<file path="src/sv/ktl_pkg.sv">
package ktl_pkg;

    localparam int POS_BITS = 16;
    localparam int LEN_MAX_I = (POS_BITS < 16) ? ((1 << POS_BITS) - 1) : 65535;
    localparam logic [15:0] LEN_MAX = LEN_MAX_I[15:0];
    localparam logic [15:0] LEN_TWO = (LEN_MAX_I < 2) ? LEN_MAX : 16'd2;

    typedef enum logic [2:0] {
        M_IDLE = 3'd0,
        M_INT  = 3'd1,
        M_FRAC = 3'd2,
        M_WORD = 3'd3,
        M_PEQ  = 3'd4,
        M_PLT  = 3'd5,
        M_PGT  = 3'd6
    } mode_t;

    localparam logic [5:0] K_END   = 6'd0;
    localparam logic [5:0] K_ERR   = 6'd1;
    localparam logic [5:0] K_INT   = 6'd2;
    localparam logic [5:0] K_FLOAT = 6'd3;
    localparam logic [5:0] K_ID    = 6'd4;
    localparam logic [5:0] K_KW0   = 6'd5;
    localparam logic [5:0] K_OP0   = 6'd25;
    localparam logic [5:0] K_ASSIGN = 6'd31;
    localparam logic [5:0] K_LT    = 6'd34;
    localparam logic [5:0] K_GT    = 6'd35;
    localparam logic [5:0] K_EQ    = 6'd39;
    localparam logic [5:0] K_LE    = 6'd40;
    localparam logic [5:0] K_GE    = 6'd41;

    // One classified item: up to two tokens; the word token is resolved later.
    typedef struct packed {
        logic        t0_valid;
        logic        t0_word;
        logic [5:0]  t0_kind;
        logic [15:0] t0_start;
        logic [15:0] t0_len;
        logic [63:0] t0_buf;
        logic [3:0]  t0_cnt;
        logic        t1_valid;
        logic [5:0]  t1_kind;
        logic [15:0] t1_start;
        logic [15:0] t1_len;
    } job_t;

    function automatic logic [63:0] kw_pack(input int k);
        logic [63:0] p;
        p = 64'd0;
        case (k)
            0:  p = 64'h0000_0074_6e69_7270; // print
            1:  p = 64'h0000_0000_0000_6669; // if
            2:  p = 64'h0000_0000_6e65_6874; // then
            3:  p = 64'h0000_0000_6573_6c65; // else
            4:  p = 64'h0000_0066_6964_6e65; // endif
            5:  p = 64'h0000_0070_7865_6669; // ifexp
            6:  p = 64'h0000_0065_6c69_6877; // while
            7:  p = 64'h656c_6968_7764_6e65; // endwhile
            8:  p = 64'h0000_0000_0000_6f64; // do
            9:  p = 64'h0000_0000_0072_6f66; // for
            10: p = 64'h0000_726f_6664_6e65; // endfor
            11: p = 64'h0000_0000_0072_6176; // var
            12: p = 64'h0000_0000_6575_7274; // true
            13: p = 64'h0000_0065_736c_6166; // false
            14: p = 64'h0000_0000_006e_7566; // fun
            15: p = 64'h0000_6e75_6664_6e65; // endfun
            16: p = 64'h0000_6e72_7574_6572; // return
            17: p = 64'h0000_0000_0074_6e49; // Int
            18: p = 64'h0000_0074_616f_6c46; // Float
            19: p = 64'h006e_6c74_6e69_7270; // println
            default: p = 64'd0;
        endcase
        return p;
    endfunction

    function automatic logic [3:0] kw_len(input int k);
        logic [3:0] n;
        case (k)
            1, 8:           n = 4'd2;
            9, 11, 14, 17:  n = 4'd3;
            2, 3, 12:       n = 4'd4;
            0, 4, 5, 6, 13, 18: n = 4'd5;
            10, 15, 16:     n = 4'd6;
            19:             n = 4'd7;
            7:              n = 4'd8;
            default:        n = 4'd0;
        endcase
        return n;
    endfunction

endpackage

</file>
<file path="src/sv/keyword_token_lexer_unit.sv">
// Flow: a character is classified into a job register in the front, and that job is then
// pushed into the back's job queue; its first token is offered from the queue head.
// Throughput: one character per cycle unless out_ready back-pressure stalls it; an item
// that yields two tokens sends them one after the other. The two-entry job queue absorbs
// short bursts of these, and a sustained run of them holds back the input.
// Reset: rst_n asynchronously clears scan mode, offsets, word buffer and the queue.
module keyword_token_lexer_unit (
    input  logic        clk,
    input  logic        rst_n,
    input  logic        in_valid,
    output logic        in_ready,
    input  logic [7:0]  ch,
    input  logic        is_end,
    output logic        out_valid,
    input  logic        out_ready,
    output logic [5:0]  kind,
    output logic [15:0] start_res,
    output logic [15:0] length,
    output logic        last_of_run
);

    logic          job_valid, job_ready;
    ktl_pkg::job_t job;

    ktl_front u_front (
        .clk       (clk),
        .rst_n     (rst_n),
        .in_valid  (in_valid),
        .in_ready  (in_ready),
        .ch        (ch),
        .is_end    (is_end),
        .job_valid (job_valid),
        .job_ready (job_ready),
        .job       (job)
    );

    ktl_back u_back (
        .clk         (clk),
        .rst_n       (rst_n),
        .job_valid   (job_valid),
        .job_ready   (job_ready),
        .job         (job),
        .out_valid   (out_valid),
        .out_ready   (out_ready),
        .kind        (kind),
        .start_res   (start_res),
        .length      (length),
        .last_of_run (last_of_run)
    );

endmodule

</file>
<file path="src/sv/ktl_front.sv">
module ktl_front (
    input  logic                 clk,
    input  logic                 rst_n,
    input  logic                 in_valid,
    output logic                 in_ready,
    input  logic [7:0]           ch,
    input  logic                 is_end,
    output logic                 job_valid,
    input  logic                 job_ready,
    output ktl_pkg::job_t        job
);

    ktl_pkg::mode_t                 mode_reg, mode_next;
    logic [ktl_pkg::POS_BITS-1:0]   start_reg, start_next;
    logic [ktl_pkg::POS_BITS-1:0]   pos_reg, pos_next;
    logic [63:0]                    buf_reg, buf_next;
    logic [3:0]                     cnt_reg, cnt_next;
    logic [15:0]                    run_reg, run_next;
    logic                           jv_reg;
    ktl_pkg::job_t                  job_reg, job_nx;

    logic digit, alpha, space, take;
    logic [15:0] run_inc, pos16, st16;
    logic [5:0]  op_kind;
    logic        op_hit;

    assign in_ready  = !jv_reg || job_ready;
    assign take      = in_valid && in_ready;
    assign job_valid = jv_reg;
    assign job       = job_reg;

    assign digit = (ch >= 8'h30) && (ch <= 8'h39);
    assign alpha = ((ch >= 8'h61) && (ch <= 8'h7a)) || ((ch >= 8'h41) && (ch <= 8'h5a));
    assign space = (ch == 8'h20) || (ch == 8'h0a) || (ch == 8'h0d) || (ch == 8'h09);
    assign run_inc = (run_reg < ktl_pkg::LEN_MAX) ? run_reg + 16'd1 : run_reg;
    assign pos16 = 16'(pos_reg);
    assign st16  = 16'(start_reg);

    always_comb
    begin
        op_hit  = 1'b1;
        op_kind = ktl_pkg::K_ERR;
        case (ch)
            8'h2b: op_kind = ktl_pkg::K_OP0 + 6'd0;
            8'h2d: op_kind = ktl_pkg::K_OP0 + 6'd1;
            8'h2a: op_kind = ktl_pkg::K_OP0 + 6'd2;
            8'h2f: op_kind = ktl_pkg::K_OP0 + 6'd3;
            8'h28: op_kind = ktl_pkg::K_OP0 + 6'd4;
            8'h29: op_kind = ktl_pkg::K_OP0 + 6'd5;
            8'h3b: op_kind = ktl_pkg::K_OP0 + 6'd7;
            8'h2c: op_kind = ktl_pkg::K_OP0 + 6'd8;
            8'h7b: op_kind = ktl_pkg::K_OP0 + 6'd11;
            8'h7d: op_kind = ktl_pkg::K_OP0 + 6'd12;
            8'h3a: op_kind = ktl_pkg::K_OP0 + 6'd13;
            default: op_hit = 1'b0;
        endcase
    end

    always_comb
    begin
        logic flush_now;
        logic go_idle;
        mode_next  = mode_reg;
        start_next = start_reg;
        pos_next   = pos_reg + {{(ktl_pkg::POS_BITS-1){1'b0}}, 1'b1};
        buf_next   = buf_reg;
        cnt_next   = cnt_reg;
        run_next   = run_reg;
        job_nx     = '0;
        flush_now  = 1'b0;
        go_idle    = 1'b0;

        if (is_end)
        begin
            flush_now  = 1'b1;
            mode_next  = ktl_pkg::M_IDLE;
            start_next = '0;
            pos_next   = '0;
            buf_next   = '0;
            cnt_next   = '0;
            run_next   = '0;
        end
        else
        begin
            case (mode_reg)
                ktl_pkg::M_INT:
                begin
                    if (digit)
                        run_next = run_inc;
                    else if (ch == 8'h2e)
                    begin
                        run_next  = run_inc;
                        mode_next = ktl_pkg::M_FRAC;
                    end
                    else
                    begin
                        flush_now = 1'b1;
                        go_idle   = 1'b1;
                    end
                end
                ktl_pkg::M_FRAC:
                begin
                    if (digit)
                        run_next = run_inc;
                    else if (ch == 8'h66 || ch == 8'h46)
                    begin
                        job_nx.t0_valid = 1'b1;
                        job_nx.t0_kind  = ktl_pkg::K_FLOAT;
                        job_nx.t0_start = st16;
                        job_nx.t0_len   = run_inc;
                        run_next        = run_inc;
                        mode_next       = ktl_pkg::M_IDLE;
                    end
                    else
                    begin
                        flush_now = 1'b1;
                        go_idle   = 1'b1;
                    end
                end
                ktl_pkg::M_WORD:
                begin
                    if (digit || alpha)
                    begin
                        run_next = run_inc;
                        if (cnt_reg < 4'd8)
                        begin
                            buf_next = buf_reg | (64'(ch) << {cnt_reg[2:0], 3'b000});
                            cnt_next = cnt_reg + 4'd1;
                        end
                        else
                            cnt_next = 4'd9;
                    end
                    else
                    begin
                        flush_now = 1'b1;
                        go_idle   = 1'b1;
                    end
                end
                ktl_pkg::M_PEQ, ktl_pkg::M_PLT, ktl_pkg::M_PGT:
                begin
                    if (ch == 8'h3d)
                    begin
                        job_nx.t0_valid = 1'b1;
                        job_nx.t0_kind  = (mode_reg == ktl_pkg::M_PEQ) ? ktl_pkg::K_EQ :
                                          (mode_reg == ktl_pkg::M_PLT) ? ktl_pkg::K_LE :
                                          ktl_pkg::K_GE;
                        job_nx.t0_start = st16;
                        job_nx.t0_len   = ktl_pkg::LEN_TWO;
                        mode_next       = ktl_pkg::M_IDLE;
                    end
                    else
                    begin
                        flush_now = 1'b1;
                        go_idle   = 1'b1;
                    end
                end
                default: go_idle = 1'b1;
            endcase
        end

        if (flush_now)
        begin
            job_nx.t0_start = st16;
            job_nx.t0_len   = run_reg;
            job_nx.t0_buf   = buf_reg;
            job_nx.t0_cnt   = cnt_reg;
            case (mode_reg)
                ktl_pkg::M_INT:
                begin
                    job_nx.t0_valid = 1'b1;
                    job_nx.t0_kind  = ktl_pkg::K_INT;
                end
                ktl_pkg::M_FRAC:
                begin
                    job_nx.t0_valid = 1'b1;
                    job_nx.t0_kind  = ktl_pkg::K_FLOAT;
                end
                ktl_pkg::M_WORD:
                begin
                    job_nx.t0_valid = 1'b1;
                    job_nx.t0_word  = 1'b1;
                end
                ktl_pkg::M_PEQ:
                begin
                    job_nx.t0_valid = 1'b1; job_nx.t0_kind = ktl_pkg::K_ASSIGN;
                    job_nx.t0_len = 16'd1;
                end
                ktl_pkg::M_PLT:
                begin
                    job_nx.t0_valid = 1'b1; job_nx.t0_kind = ktl_pkg::K_LT;
                    job_nx.t0_len = 16'd1;
                end
                ktl_pkg::M_PGT:
                begin
                    job_nx.t0_valid = 1'b1; job_nx.t0_kind = ktl_pkg::K_GT;
                    job_nx.t0_len = 16'd1;
                end
                default: job_nx.t0_valid = 1'b0;
            endcase
        end

        if (is_end)
        begin
            job_nx.t1_valid = 1'b1;
            job_nx.t1_kind  = ktl_pkg::K_END;
        end

        // A character that ends a token, or arrives with none pending, starts anew.
        if (go_idle)
        begin
            mode_next = ktl_pkg::M_IDLE;
            if (!space)
            begin
                start_next = pos_reg;
                run_next   = 16'd1;
                if (digit)
                    mode_next = ktl_pkg::M_INT;
                else if (alpha)
                begin
                    mode_next = ktl_pkg::M_WORD;
                    buf_next  = 64'(ch);
                    cnt_next  = 4'd1;
                end
                else if (ch == 8'h3d)
                    mode_next = ktl_pkg::M_PEQ;
                else if (ch == 8'h3c)
                    mode_next = ktl_pkg::M_PLT;
                else if (ch == 8'h3e)
                    mode_next = ktl_pkg::M_PGT;
                else
                begin
                    job_nx.t1_valid = 1'b1;
                    job_nx.t1_kind  = op_hit ? op_kind : ktl_pkg::K_ERR;
                    job_nx.t1_start = pos16;
                    job_nx.t1_len   = 16'd1;
                end
            end
        end
    end

    always_ff @(posedge clk or negedge rst_n)
    begin
        if (!rst_n)
        begin
            mode_reg  <= ktl_pkg::M_IDLE;
            start_reg <= '0;
            pos_reg   <= '0;
            buf_reg   <= '0;
            cnt_reg   <= '0;
            run_reg   <= '0;
            jv_reg    <= 1'b0;
        end
        else
        begin
            if (take)
            begin
                mode_reg  <= mode_next;
                start_reg <= start_next;
                pos_reg   <= pos_next;
                buf_reg   <= buf_next;
                cnt_reg   <= cnt_next;
                run_reg   <= run_next;
                jv_reg    <= job_nx.t0_valid || job_nx.t1_valid;
            end
            else if (job_ready)
                jv_reg <= 1'b0;
        end
    end

    always_ff @(posedge clk)
    begin
        if (take)
            job_reg <= job_nx;
    end

    a_run_bound: assert property (@(posedge clk) disable iff (!rst_n)
        run_reg <= ktl_pkg::LEN_MAX) else $error("run length past limit");
    a_cnt_bound: assert property (@(posedge clk) disable iff (!rst_n)
        cnt_reg <= 4'd9) else $error("word count out of range");
    a_job_nonempty: assert property (@(posedge clk) disable iff (!rst_n)
        jv_reg |-> (job_reg.t0_valid || job_reg.t1_valid)) else $error("empty job");

endmodule

</file>
<file path="src/sv/ktl_back.sv">
module ktl_back (
    input  logic            clk,
    input  logic            rst_n,
    input  logic            job_valid,
    output logic            job_ready,
    input  ktl_pkg::job_t   job,
    output logic            out_valid,
    input  logic            out_ready,
    output logic [5:0]      kind,
    output logic [15:0]     start_res,
    output logic [15:0]     length,
    output logic            last_of_run
);

    // Two-entry queue of classified jobs; each job drains one token a cycle while out_ready is high.
    ktl_pkg::job_t q_reg [2];
    logic          wp_reg, rp_reg;
    logic [1:0]    n_reg;
    logic          half_reg;   // first token of head job already sent
    logic [5:0]    wkind;
    ktl_pkg::job_t head;
    logic          push, pop, fire, on_t0;

    assign head      = q_reg[rp_reg];
    assign job_ready = (n_reg != 2'd2);
    assign push      = job_valid && job_ready;
    assign out_valid = (n_reg != 2'd0);
    assign fire      = out_valid && out_ready;
    assign on_t0     = head.t0_valid && !half_reg;
    assign pop       = fire && (!on_t0 || !head.t1_valid);

    always_comb
    begin
        wkind = ktl_pkg::K_ID;
        if (head.t0_cnt <= 4'd8)
        begin
            for (int k = 0; k < 20; k++)
            begin
                if (head.t0_cnt == ktl_pkg::kw_len(k) && head.t0_buf == ktl_pkg::kw_pack(k))
                    wkind = ktl_pkg::K_KW0 + 6'(k);
            end
        end
    end

    always_comb
    begin
        if (on_t0)
        begin
            kind        = head.t0_word ? wkind : head.t0_kind;
            start_res   = head.t0_start;
            length      = head.t0_len;
            last_of_run = !head.t1_valid;
        end
        else
        begin
            kind        = head.t1_kind;
            start_res   = head.t1_start;
            length      = head.t1_len;
            last_of_run = 1'b1;
        end
    end

    always_ff @(posedge clk or negedge rst_n)
    begin
        if (!rst_n)
        begin
            wp_reg   <= 1'b0;
            rp_reg   <= 1'b0;
            n_reg    <= 2'd0;
            half_reg <= 1'b0;
        end
        else
        begin
            if (push)
                wp_reg <= !wp_reg;
            if (pop)
            begin
                rp_reg   <= !rp_reg;
                half_reg <= 1'b0;
            end
            else if (fire)
                half_reg <= 1'b1;
            n_reg <= n_reg + {1'b0, push} - {1'b0, pop};
        end
    end

    always_ff @(posedge clk)
    begin
        if (push)
            q_reg[wp_reg] <= job;
    end

    a_count: assert property (@(posedge clk) disable iff (!rst_n)
        n_reg <= 2'd2) else $error("queue overflow");
    a_half: assert property (@(posedge clk) disable iff (!rst_n)
        half_reg |-> (n_reg != 2'd0)) else $error("half flag with empty queue");
    a_ptr: assert property (@(posedge clk) disable iff (!rst_n)
        (n_reg == 2'd0 || n_reg == 2'd2) |-> (wp_reg == rp_reg)) else $error("pointer slip");

endmodule
</file>
<file path="config.mk">
export PLATFORM = sky130hd
export DESIGN_NAME = keyword_token_lexer_unit
export DESIGN_NICKNAME = d
export VERILOG_FILES = /design/src/sv/ktl_pkg.sv /design/src/sv/keyword_token_lexer_unit.sv /design/src/sv/ktl_front.sv /design/src/sv/ktl_back.sv
export SDC_FILE = /design/constraint.sdc
export NUM_CORES = 1
export LEC_CHECK = 0
export ABC_AREA = 1
export BUFFER_PORTS_ARGS = -buffer_cell sky130_fd_sc_hd__buf_4
export CAP_MARGIN = 25
export CORE_MARGIN = 8
export CORE_UTILIZATION = 60
export CTS_CLUSTER_DIAMETER = 100
export DETAILED_ROUTE_END_ITERATION = 10
export GPL_TIMING_DRIVEN = 0
export PLACE_DENSITY = 0.79
export SLEW_MARGIN = 20
export SYNTH_ARGS = -nofsm -noshare
export SYNTH_HDL_FRONTEND = slang
export SYNTH_SLANG_ARGS = --single-unit
</file>
<file path="constraint.sdc">
create_clock -name clk -period 8.7 [get_ports clk]
set_input_delay 1.305 -clock clk [delete_from_list [all_inputs] [get_ports clk]]
set_output_delay 1.305 -clock clk [all_outputs]
set_load 0.03 [all_outputs]
</file>
==> results.md, run 1 <==
- Area of the multi-input gates: 7132 um^2
- Root Buffer: clkbuf_16
- Area Growth Syn to Fin: 12.88%
- Status: finished, final reports clean
- Row Count: 73
- Pins Over Slew Limit: 0
- Die area: 46160 um^2
- Routed length per instance: 19.96 um
- Power per standard cell area: 339.6 nW/um^2
- H-tree levels: 2
- Post-layout min period: 5252 ps
- Post-synthesis cell type count: 59
- Biggest area consumer among synthesized cells: edfxtp_1
- FF+latch area: 14930 um^2
- Rel. slew slack: 0.3698
- Synth Net Count: 2346
- Starting Density: 0.6026
- Die Y: 214.8 um
- DR vias: 17470
- Cell area after synthesis: 23720 um^2
- Worst-path maximum fanout: 10
- Cells after Synth: 2328
- First-pass GRT wire length: 93.91 mm
- GRT overflow: 0
- Final ANT Viol Nets: 0
- Worst Setup Start Kind: flop
- Final period utilization: 0.6037
- Clock sinks: 518
- CP Capture Type: output pin
- Top FF cell, synth: edfxtp_1
- Placed instance count: 2915
- Hpwl dp: 43.41 mm
- CTS tree: done
- Core Area: 39370 um^2
- Post-CTS sizing: 0
- Fin nets: 2459
- Clock transition at path regs: 60 ps
- LEAKAGE: 0.01098 uW
- Layout fillers: 2783
- Drt total wl: 59.99 mm
- Total CTS buffers: 49
- Commonest non-fill, non-tap cell in the layout: nand2_1
- RSZ-0062 raised after global routing: false
- Final hold slack: 440.2 ps
- Worst EP arrival: 3950 ps
- FMAX: 190.4 MHz
- Initial antenna violation count: 1
- Max clock buf depth: 3
- Fraction of registers with async set/reset: 0.2413
- TritonRoute pass-1 iters: 5
- Number of synthesized register bits: 518
- Via/cell ratio: 5.812
- Clk_lat worst skew: 610 ps
- GRT Total Usage: 0.2563
- Worst clock skew: 22.78 ps
- Post-route cell area: 26780 um^2
- Crit path kind: flop to output pin
- Max-Cap Viols: 0
- Total setup buffers inserted after CTS: 0
- Max VDD drop: 179.2 uV
- Fin. Hold Viols: 0
- GPL Wtd Cong: 0.9467
- Antenna diodes: 0
- Largest cells by area after synthesis: edfxtp_1 50%, dfrtp_1 13%, nand2_1 8.3%
- DRC: 0
- Post-synth top area share: 0.4975
- Initial drt markers: 1775
- Most frequent cells in the layout: 522 x nand2_1, 393 x edfxtp_1, 289 x inv_1
- IO Count: 54
- Max reg flops: 262
- Non-filler instance count after layout: 3006
- Port bufs: 48
- DP Area: 25070 um^2
- Min-delay worst type: flop to flop
- Die Width: 214.8 um
- Layout cells sized above 1: 0.1229
- Number of global-route vias before repair: 16988
- Largest net degree at the start of global routing: 78
- Hold_buf cts: 0
- Synth Area per Inst: 10.19 um^2
- Sequential element share of the synthesized area: 0.6293
- CP Data Required Time: 7390 ps
- Overall power: 9094 uW
- Worst-Margin Slew: 941.8 ps
- YS warnings: 0
- Final core utilization: 0.6802
- Number of synthesized flops with an enable pin: 393
- # setup viols final: 0
-- cells in the mapped netlist, drive strengths merged (38+ instances only) --
cell     instances
a21oi           56
a2bb2oi         49
buf             52
clkbuf          43
dfrtp          125
edfxtp         393
inv            303
nand2          544
nand3          106
nand4           38
nor2           259
nor3            49
o21ai          131
-- area by class of cell --
type / instances / area share
Inverter: 304 / 0.04289
Clock buffer: 57 / 0.04691
Buffer: 95 / 0.01986
Sequential cell: 518 / 0.5575
Tap cell: 525 / 0.02453
Clock inverter: 34 / 0.01691
Multi-Input combinational cell: 1411 / 0.2663
Timing Repair Buffer: 62 / 0.02504
-- worst max-delay path: stages (launching register included) --
cell     delay (ps)
dfrtp_1         380
buf_6           170
inv_8           110
buf_6           160
nand2_1          70
o21ai_1         250
nand3_2         240
nor2_1          360
inv_1           140
nor3_4          260
nand2_1         130
nor3_2          220
nor2_1          100
nand2_1          80
nor2_1           40
nand2_1          70
nand2_1         120
a21oi_2         230
buf_4           200
-- stage by stage --
stage | setup slack (ps) | TNS [ps]
floorplan | 2006 | 0
global placement | -1064 | -271030
detailed placement | 4204 | 0
CTS | 3489 | 0
global route | 3335 | 0
finish | 3448 | 0
-- cells by family after synthesis --
| logic type | after synthesis | share of synthesized area |
|---|---|---|
| adders and majority gates | 5 | 0.002637 |
| AOI/OAI and AO/OA | 335 | 0.09325 |
| xor gates and xnor gates | 12 | 0.004430 |
| muxes | 17 | 0.007173 |
| DFF | 518 | 0.6293 |
| buffers and inverters | 399 | 0.07067 |
| and+or+nand+nor | 1042 | 0.1925 |
-- per-layer routing --
layer,share of wire,vias to the layer above,global-route usage
met5,0.00057,-,0
met4,0.034,2,0.09301
met3,0.076,149,0.04087
met2,0.46,800,0.4036
met1,0.43,8406,0.3590
li1,-,8113,-
-- final timing paths --
kind | slack (ps) | depth (start not counted) | start | end
max reg2reg | 5580 | 13 | u_back.rp_reg$_DFFE_PN0P_ | u_back.n_reg[1]$_DFF_PN0_
max | 3450 | 18 | u_back.rp_reg$_DFFE_PN0P_ | kind[1]
min in group asynchronous | 600 | 1 | rst_n | u_front.run_reg[11]$_DFFE_PN0P_
min reg2reg | 440 | 0 | u_front.job[116]$_DFFE_PP_ | u_back.q_reg[0][116]$_DFFE_PP_
max in group asynchronous | 7350 | 2 | rst_n | u_front.buf_reg[60]$_DFFE_PN0P_
min | 440 | 0 | u_front.job[116]$_DFFE_PP_ | u_back.q_reg[0][116]$_DFFE_PP_
-- power breakdown --
group	internal [uW]	leakage, uW	switching [uW]	total [uW]
clock network	1320	0.000826	940	2260
logic	925	0.00464	2270	3190
registers	3410	0.00551	234	3650
total	5650	0.0110	3440	9090
No activity file was read; power rests on OpenSTA's default activity.
==> inputs of run 2 (changes only) <==
clock period = 4.9 ns   (was 8.7 ns; I/O delays follow)
==> run 2 against run 1 <==
Net effect: highest routed layer is now met4; sequential cell count is the same; global-route usage grew 0.42 points; combinational power grew 78%; core utilization shrank 0.36 points; worst setup slack lost 3200 ps; largest power group unchanged; critical path depth is the same; die area is the same.
==> results.md, run 2 (synthesis results as in run 1) <==
- Status: finished, final reports clean (unchanged)
- Power per standard cell area: 598.6 nW/um^2 (was 339.6 nW/um^2)
- Starting Density: 0.6026 (unchanged)
- Min-delay worst type: input pin to async pin (was flop to flop)
- Max-Cap Viols: 0 (unchanged)
- # setup viols final: 0 (unchanged)
- Post-route cell area: 26640 um^2 (was 26780 um^2)
- Met2 routed WL: 28.51 mm (was 27.64 mm)
- GPL Wtd Cong: 0.9335 (was 0.9467)
- Antenna diodes: 0 (unchanged)
- CP Data Required Time: 4160 ps (was 7390 ps)
- Most frequent cells in the layout: 522 x nand2_1, 393 x edfxtp_1, 289 x inv_1 (unchanged)
- Clock transition at path regs: 70 ps (was 60 ps)
- Placed instance count: 2913 (was 2915)
- Fin nets: 2457 (was 2459)
- Total CTS buffers: 49 (unchanged)
- Worst reg2reg path depth: 13 (unchanged)
- Metal3 WL: 5.130 mm (was 4.550 mm)
- Initial antenna violation count: 0 (was 1)
- Port bufs: 48 (unchanged)
- Layout cells sized above 1: 0.1215 (was 0.1229)
- Post-layout min period: 4632 ps
- M1 WL: 25.56 mm (was 25.70 mm)
- Number of global-route vias before repair: 17098 (was 16988)
- Worst-Margin Slew: 962.4 ps (was 941.8 ps)
- CTS tree: done (unchanged)
- Crit path kind: flop to output pin (unchanged)
- Die Width: 214.8 um (unchanged)
- Commonest non-fill, non-tap cell in the layout: nand2_1 (unchanged)
- Setup TNS: 0 ps (unchanged)
- Non-filler instance count after layout: 3003 (was 3006)
- LEAKAGE: 0.01090 uW (was 0.01098 uW)
- H-tree levels: 2 (unchanged)
- Rel. slew slack: 0.3584 (was 0.3698)
- Core Area: 39370 um^2 (unchanged)
- Clk_lat worst skew: 600 ps (was 610 ps)
- TritonRoute pass-1 iters: 5 (unchanged)
- Final period utilization: 0.9453
- Largest net degree at the start of global routing: 94 (was 78)
- CP Capture Type: output pin (unchanged)
- IO Count: 54 (unchanged)
- DRC: 0 (unchanged)
- Row Count: 73 (unchanged)
- Worst EP arrival: 3900 ps (was 3950 ps)
- Max reg flops: 262 (unchanged)
- Area Growth Syn to Fin: 12.28% (was 12.88%)
- Total setup buffers inserted after CTS: 0 (unchanged)
- Worst Setup Start Kind: flop (unchanged)
- Via/cell ratio: 5.829 (was 5.812)
- Hpwl dp: 43.67 mm (was 43.41 mm)
- DP Area: 25040 um^2 (was 25070 um^2)
- RSZ-0062 raised after global routing: false (unchanged)
- DR vias: 17503 (was 17470)
- GRT Total Usage: 0.2605 (was 0.2563)
- Overall power: 15940 uW (was 9094 uW)
- Reg-to-reg endpoint: u_back.n_reg[1]$_DFF_PN0_ (unchanged)
- Reg-to-reg startpoint: u_back.rp_reg$_DFFE_PN0P_ (unchanged)
- Drt total wl: 61.04 mm (was 59.99 mm)
- First-pass GRT wire length: 94.91 mm (was 93.91 mm)
- GRT overflow: 0 (unchanged)
- Max clock buf depth: 3 (unchanged)
- Initial drt markers: 1948 (was 1775)
- Hold_buf cts: 0 (unchanged)
- Root Buffer: clkbuf_16 (unchanged)
- Post-CTS sizing: 0 (unchanged)
- FMAX: 215.9 MHz
- Die area: 46160 um^2 (unchanged)
- Layout fillers: 2838 (was 2783)
- Worst clock skew: 20.42 ps (was 22.78 ps)
- Pins Over Slew Limit: 0 (unchanged)
- Max layer used: met4 (was met5)
- Flop2flop setup slack: 1820 ps (was 5580 ps)
- Clock sinks: 518 (unchanged)
- Routed length per instance: 20.32 um (was 19.96 um)
- Fin. Hold Viols: 0 (unchanged)
- Final ANT Viol Nets: 0 (unchanged)
- Die Y: 214.8 um (unchanged)
- Max VDD drop: 337.7 uV (was 179.2 uV)
- Worst-path maximum fanout: 10 (unchanged)
-- run 2: changes by cell type in the layout (fill, tap and decap cells not counted), sizes merged --
| cell | change |
|---|---|
| clkinvlp | +3 |
| clkinv | -3 |
| buf | -2 |
| bufinv | -5 |
| clkbuf | +4 |
-- run 2: cell type report --
class | instances | area, um^2 | area share
Clock inverter | 29 | 299.0 | 0.01123
Clock buffer | 61 | 1303 | 0.04890
Sequential cell | 518 | 14930 | 0.5605
Timing Repair Buffer | 60 | 630.6 | 0.02367
Multi-Input combinational cell | 1411 | 7132 | 0.2677
Tap cell | 525 | 656.9 | 0.02466
Inverter | 304 | 1149 | 0.04312
Buffer | 95 | 538.0 | 0.02020
-- run 2: where the power goes --
part	switching (uW)	internal (uW)	total, uW
Clock	1660	2120	3780
Combinational	4060	1630	5690
Sequential	423	6060	6480
Total	6140	9810	15900
-- run 2: layer usage --
metal / up-vias / global-route usage
met5: - / 0
met4: 0 / 0.08569
met3: 140 / 0.04340
met2: 886 / 0.4135
met1: 8372 / 0.3644
li1: 8105 / -
-- run 2: metrics by stage --
| stage | hold slack [ps] | utilization | setup WS [ps] |
|---|---|---|---|
| 6_report | 42.55 | 0.6766 | 268.0 |
| 5_1_grt | 49.49 | 0.6766 | 93.84 |
| 4_1_cts | 44.97 | 0.6766 | 231.7 |
| 3_5_place_dp | 429.8 | 0.6360 | 912.3 |
| 3_3_place_gp | 421.7 | 0.6286 | -1459 |
| 2_1_floorplan | 421.5 | - | 392.2 |
-- run 2: how the worst max path moves through the flow --
stage,cells past startpoint,slack (ps),start,to
finish,18,270,u_back.rp_reg$_DFFE_PN0P_,kind[4]
global route,18,90,u_back.rp_reg$_DFFE_PN0P_,kind[4]
CTS,18,230,u_back.rp_reg$_DFFE_PN0P_,kind[4]
detailed placement,18,910,u_back.rp_reg$_DFFE_PN0P_,kind[4]
global placement,3,-1460,u_back.n_reg[1]$_DFF_PN0_,u_back.q_reg[1][103]$_DFFE_PP_
floorplan,3,390,u_back.n_reg[1]$_DFF_PN0_,u_back.q_reg[1][0]$_DFFE_PP_
-- run 2: critical path: stages (launching register included) --
cell	delay, ps
dfrtp_1	380
buf_6	160
inv_8	100
buf_6	160
nand2_1	60
o21ai_1	220
nand3_2	230
nor2_1	370
inv_1	140
nor3_4	230
nand2_1	120
o21ai_0	370
nor2b_1	110
nand3_1	90
nand2_1	100
nand2_1	80
nand2_1	50
nand2_1	120
buf_4	190
==> inputs of run 3 (changes only) <==
clock period = 5.8 ns   (was 4.9 ns; I/O delays follow)
==> run 3 against run 2 <==
Net effect: clock power decreased by 13%; register-to-register slack improved by 870 ps; first-iteration DRC count decreased by 8.7%; core utilization increased by 0.44 points; worst setup slack improved by 760 ps; critical path type unchanged; critical path depth unchanged; critical endpoint is now kind[1]; sequential share of layout area decreased by 0.36 points; largest power group unchanged; non-clock buffer count increased by 4; cell count increased by 0.23%; worst hold slack improved by 130 ps; combinational power decreased by 15%; via count decreased by 0.70%.
==> results.md, run 3 (synthesis results as in run 1) <==
- Starting Density: 0.6026 (unchanged)
- H-tree levels: 2 (unchanged)
- Crit-path most repeated cell: nand2_1 (unchanged)
- DRC: 0 (unchanged)
- Min-delay worst type: input pin to async pin (unchanged)
- Die Y: 214.8 um (unchanged)
- Max VDD drop: 263.3 uV (was 337.7 uV)
- Fin. Hold Viols: 0 (unchanged)
- Final ANT Viol Nets: 0 (unchanged)
- FF+latch area: 14930 um^2 (unchanged)
- CP Data Required Time: 4930 ps (was 4160 ps)
- Layout cells sized above 1: 0.1220 (was 0.1215)
- Worst-path maximum fanout: 10 (unchanged)
- Fin nets: 2461 (was 2457)
- Rel. slew slack: 0.3987 (was 0.3584)
- Post-CTS sizing: 0 (unchanged)
- Setup crit start: u_back.rp_reg$_DFFE_PN0P_ (unchanged)
- Die area: 46160 um^2 (unchanged)
- Routed length per instance: 20.04 um (was 20.32 um)
- Slowest stage cell, crit path: dfrtp_1 (unchanged)
- Worst Setup Start Kind: flop (unchanged)
- Number of global-route vias before repair: 17136 (was 17098)
- Total setup buffers inserted after CTS: 0 (unchanged)
- Crit path buf inv count: 5 (unchanged)
- First-pass GRT wire length: 94.39 mm (was 94.91 mm)
- Total CTS buffers: 49 (unchanged)
- Crit path cell chain: buf_6 > inv_8 > buf_2 > nand2_1 > nand2_1 > nand3_2 > nor2_1 > inv_1 > nor3_4 > nand2_1 > nor3_2 > nor2_1 > nand2_1 > nor2_1 > nand2_1 > nand2_1 > a21oi_2 > buf_4 (was buf_6 > inv_8 > buf_6 > nand2_1 > o21ai_1 > nand3_2 > nor2_1 > inv_1 > nor3_4 > nand2_1 > o21ai_0 > nor2b_1 > nand3_1 > nand2_1 > nand2_1 > nand2_1 > nand2_1 > buf_4)
- Post-layout min period: 4774 ps
- Pins Over Slew Limit: 0 (unchanged)
- Flop2flop setup slack: 2690 ps (was 1820 ps)
- Worst clock skew: 9.878 ps (was 20.42 ps)
- Initial drt markers: 1779 (was 1948)
- Row Count: 73 (unchanged)
- Final hold slack: 174.0 ps (was 42.55 ps)
- Core Area: 39370 um^2 (unchanged)
- CP max stage delay: 380 ps (about the same)
- Initial antenna violation count: 1 (was 0)
- RSZ-0062 raised after global routing: false (unchanged)
- Clock transition at path regs: 60 ps (was 70 ps)
- CP delay by family, top: simple AND/OR/NAND/NOR gates (unchanged)
- Hpwl dp: 43.64 mm (was 43.67 mm)
- Hold_buf cts: 0 (unchanged)
- Worst-Margin Slew: 898.6 ps (was 962.4 ps)
- Commonest non-fill, non-tap cell in the layout: nand2_1 (unchanged)
- Port bufs: 48 (unchanged)
- Layout fillers: 2826 (was 2838)
- Via/cell ratio: 5.774 (was 5.829)
- Max reg flops: 262 (unchanged)
- Area Growth Syn to Fin: 13.01% (was 12.28%)
- Drt total wl: 60.32 mm (was 61.04 mm)
- GRT Total Usage: 0.2573 (was 0.2605)
- Worst reg2reg path depth: 13 (unchanged)
- DR vias: 17381 (was 17503)
- Largest net degree at the start of global routing: 76 (was 94)
- DP Area: 25140 um^2 (was 25040 um^2)
- IO Count: 54 (unchanged)
- Most frequent cells in the layout: 522 x nand2_1, 393 x edfxtp_1, 289 x inv_1 (unchanged)
- FMAX: 209.5 MHz
- Worst EP arrival: 3900 ps (about the same)
- TritonRoute pass-1 iters: 6 (was 5)
- Power per standard cell area: 507.1 nW/um^2 (was 598.6 nW/um^2)
- Max-Cap Viols: 0 (unchanged)
- Clock sinks: 518 (unchanged)
- Max clock buf depth: 3 (unchanged)
- Reg-to-reg endpoint: u_back.n_reg[1]$_DFF_PN0_ (unchanged)
- Status: finished, final reports clean (unchanged)
- Die Width: 214.8 um (unchanged)
- CTS tree: done (unchanged)
- Area of the multi-input gates: 7132 um^2 (unchanged)
- Final period utilization: 0.8232
- Crit path kind: flop to output pin (unchanged)
- Clk_lat worst skew: 600 ps (about the same)
- Root Buffer: clkbuf_16 (unchanged)
- GPL Wtd Cong: 0.9454 (was 0.9335)
- Reg-to-reg startpoint: u_back.rp_reg$_DFFE_PN0P_ (unchanged)
- CP Capture Type: output pin (unchanged)
- GRT overflow: 0 (unchanged)
- LEAKAGE: 0.01099 uW (was 0.01090 uW)
- # setup viols final: 0 (unchanged)
- Post-route cell area: 26810 um^2 (was 26640 um^2)
-- run 3: changes by cell type in the layout (fill, tap and decap cells not counted), sizes merged --
| cell | before | now |
|---|---|---|
| inv | 306 | 308 |
| bufinv | 4 | 5 |
| buf | 112 | 116 |
| clkbuf | 104 | 115 |
| clkinv | 17 | 9 |
| diode | 0 | 1 |
| clkinvlp | 6 | 2 |
-- run 3: cell type report --
type / instances / share of cell area
Antenna cell: 1 / 0.00009334
Multi-Input combinational cell: 1411 / 0.2660
Sequential cell: 518 / 0.5569
Inverter: 304 / 0.04284
Clock buffer: 72 / 0.05157
Clock inverter: 20 / 0.01055
Buffer: 95 / 0.01983
Timing Repair Buffer: 64 / 0.02772
Tap cell: 525 / 0.02450
-- run 3: worst register-to-register path, stage by stage, from the launching register on --
cell      delay (ps)
dfrtp_1          380
buf_6            160
inv_8            110
buf_6            160
buf_4            210
clkbuf_1         440
o21ai_0          240
inv_1            250
a21oi_1          200
ha_1             350
inv_1             50
ha_1             180
xnor2_1          160
xor2_1           160
-- run 3: metal layers --
layer | share of wire | track usage | vias up
li1 | - | - | 8123
met2 | 0.47 | 0.4076 | 791
met1 | 0.42 | 0.3545 | 8328
met4 | 0.032 | 0.09392 | 2
met3 | 0.082 | 0.04663 | 137
met5 | 0.00020 | 0 | -
-- run 3: worst max path at each step --
stage | endpoint | slack [ps] | cells after the start
floorplan | u_front.buf_reg[6]$_DFFE_PN0P_ | 120 | 6
global placement | u_front.buf_reg[6]$_DFFE_PN0P_ | -2360 | 7
detailed placement | kind[4] | 1690 | 18
CTS | kind[4] | 1030 | 18
global route | kind[4] | 890 | 18
finish | kind[1] | 1030 | 18
-- run 3: where the power goes --
group | internal, uW | leakage (uW) | switching (uW)
sequential | 5120 | 0.00551 | 353
combinational | 1430 | 0.00467 | 3410
clock | 1900 | 0.000804 | 1390
total | 8440 | 0.0110 | 5150
-- run 3: through the flow --
step           TNS, ps    util  instances  power (uW)  worst slack, ps
2_1_floorplan        0       -       2328        8567            119.1
3_3_place_gp   -438160  0.6286       2901       10080            -2364
3_5_place_dp         0  0.6387       2917       10300             1692
4_1_cts              0  0.6810       3009       13600             1033
5_1_grt              0  0.6810       3009       14240            890.8
6_report             0  0.6810       3010       13600             1026
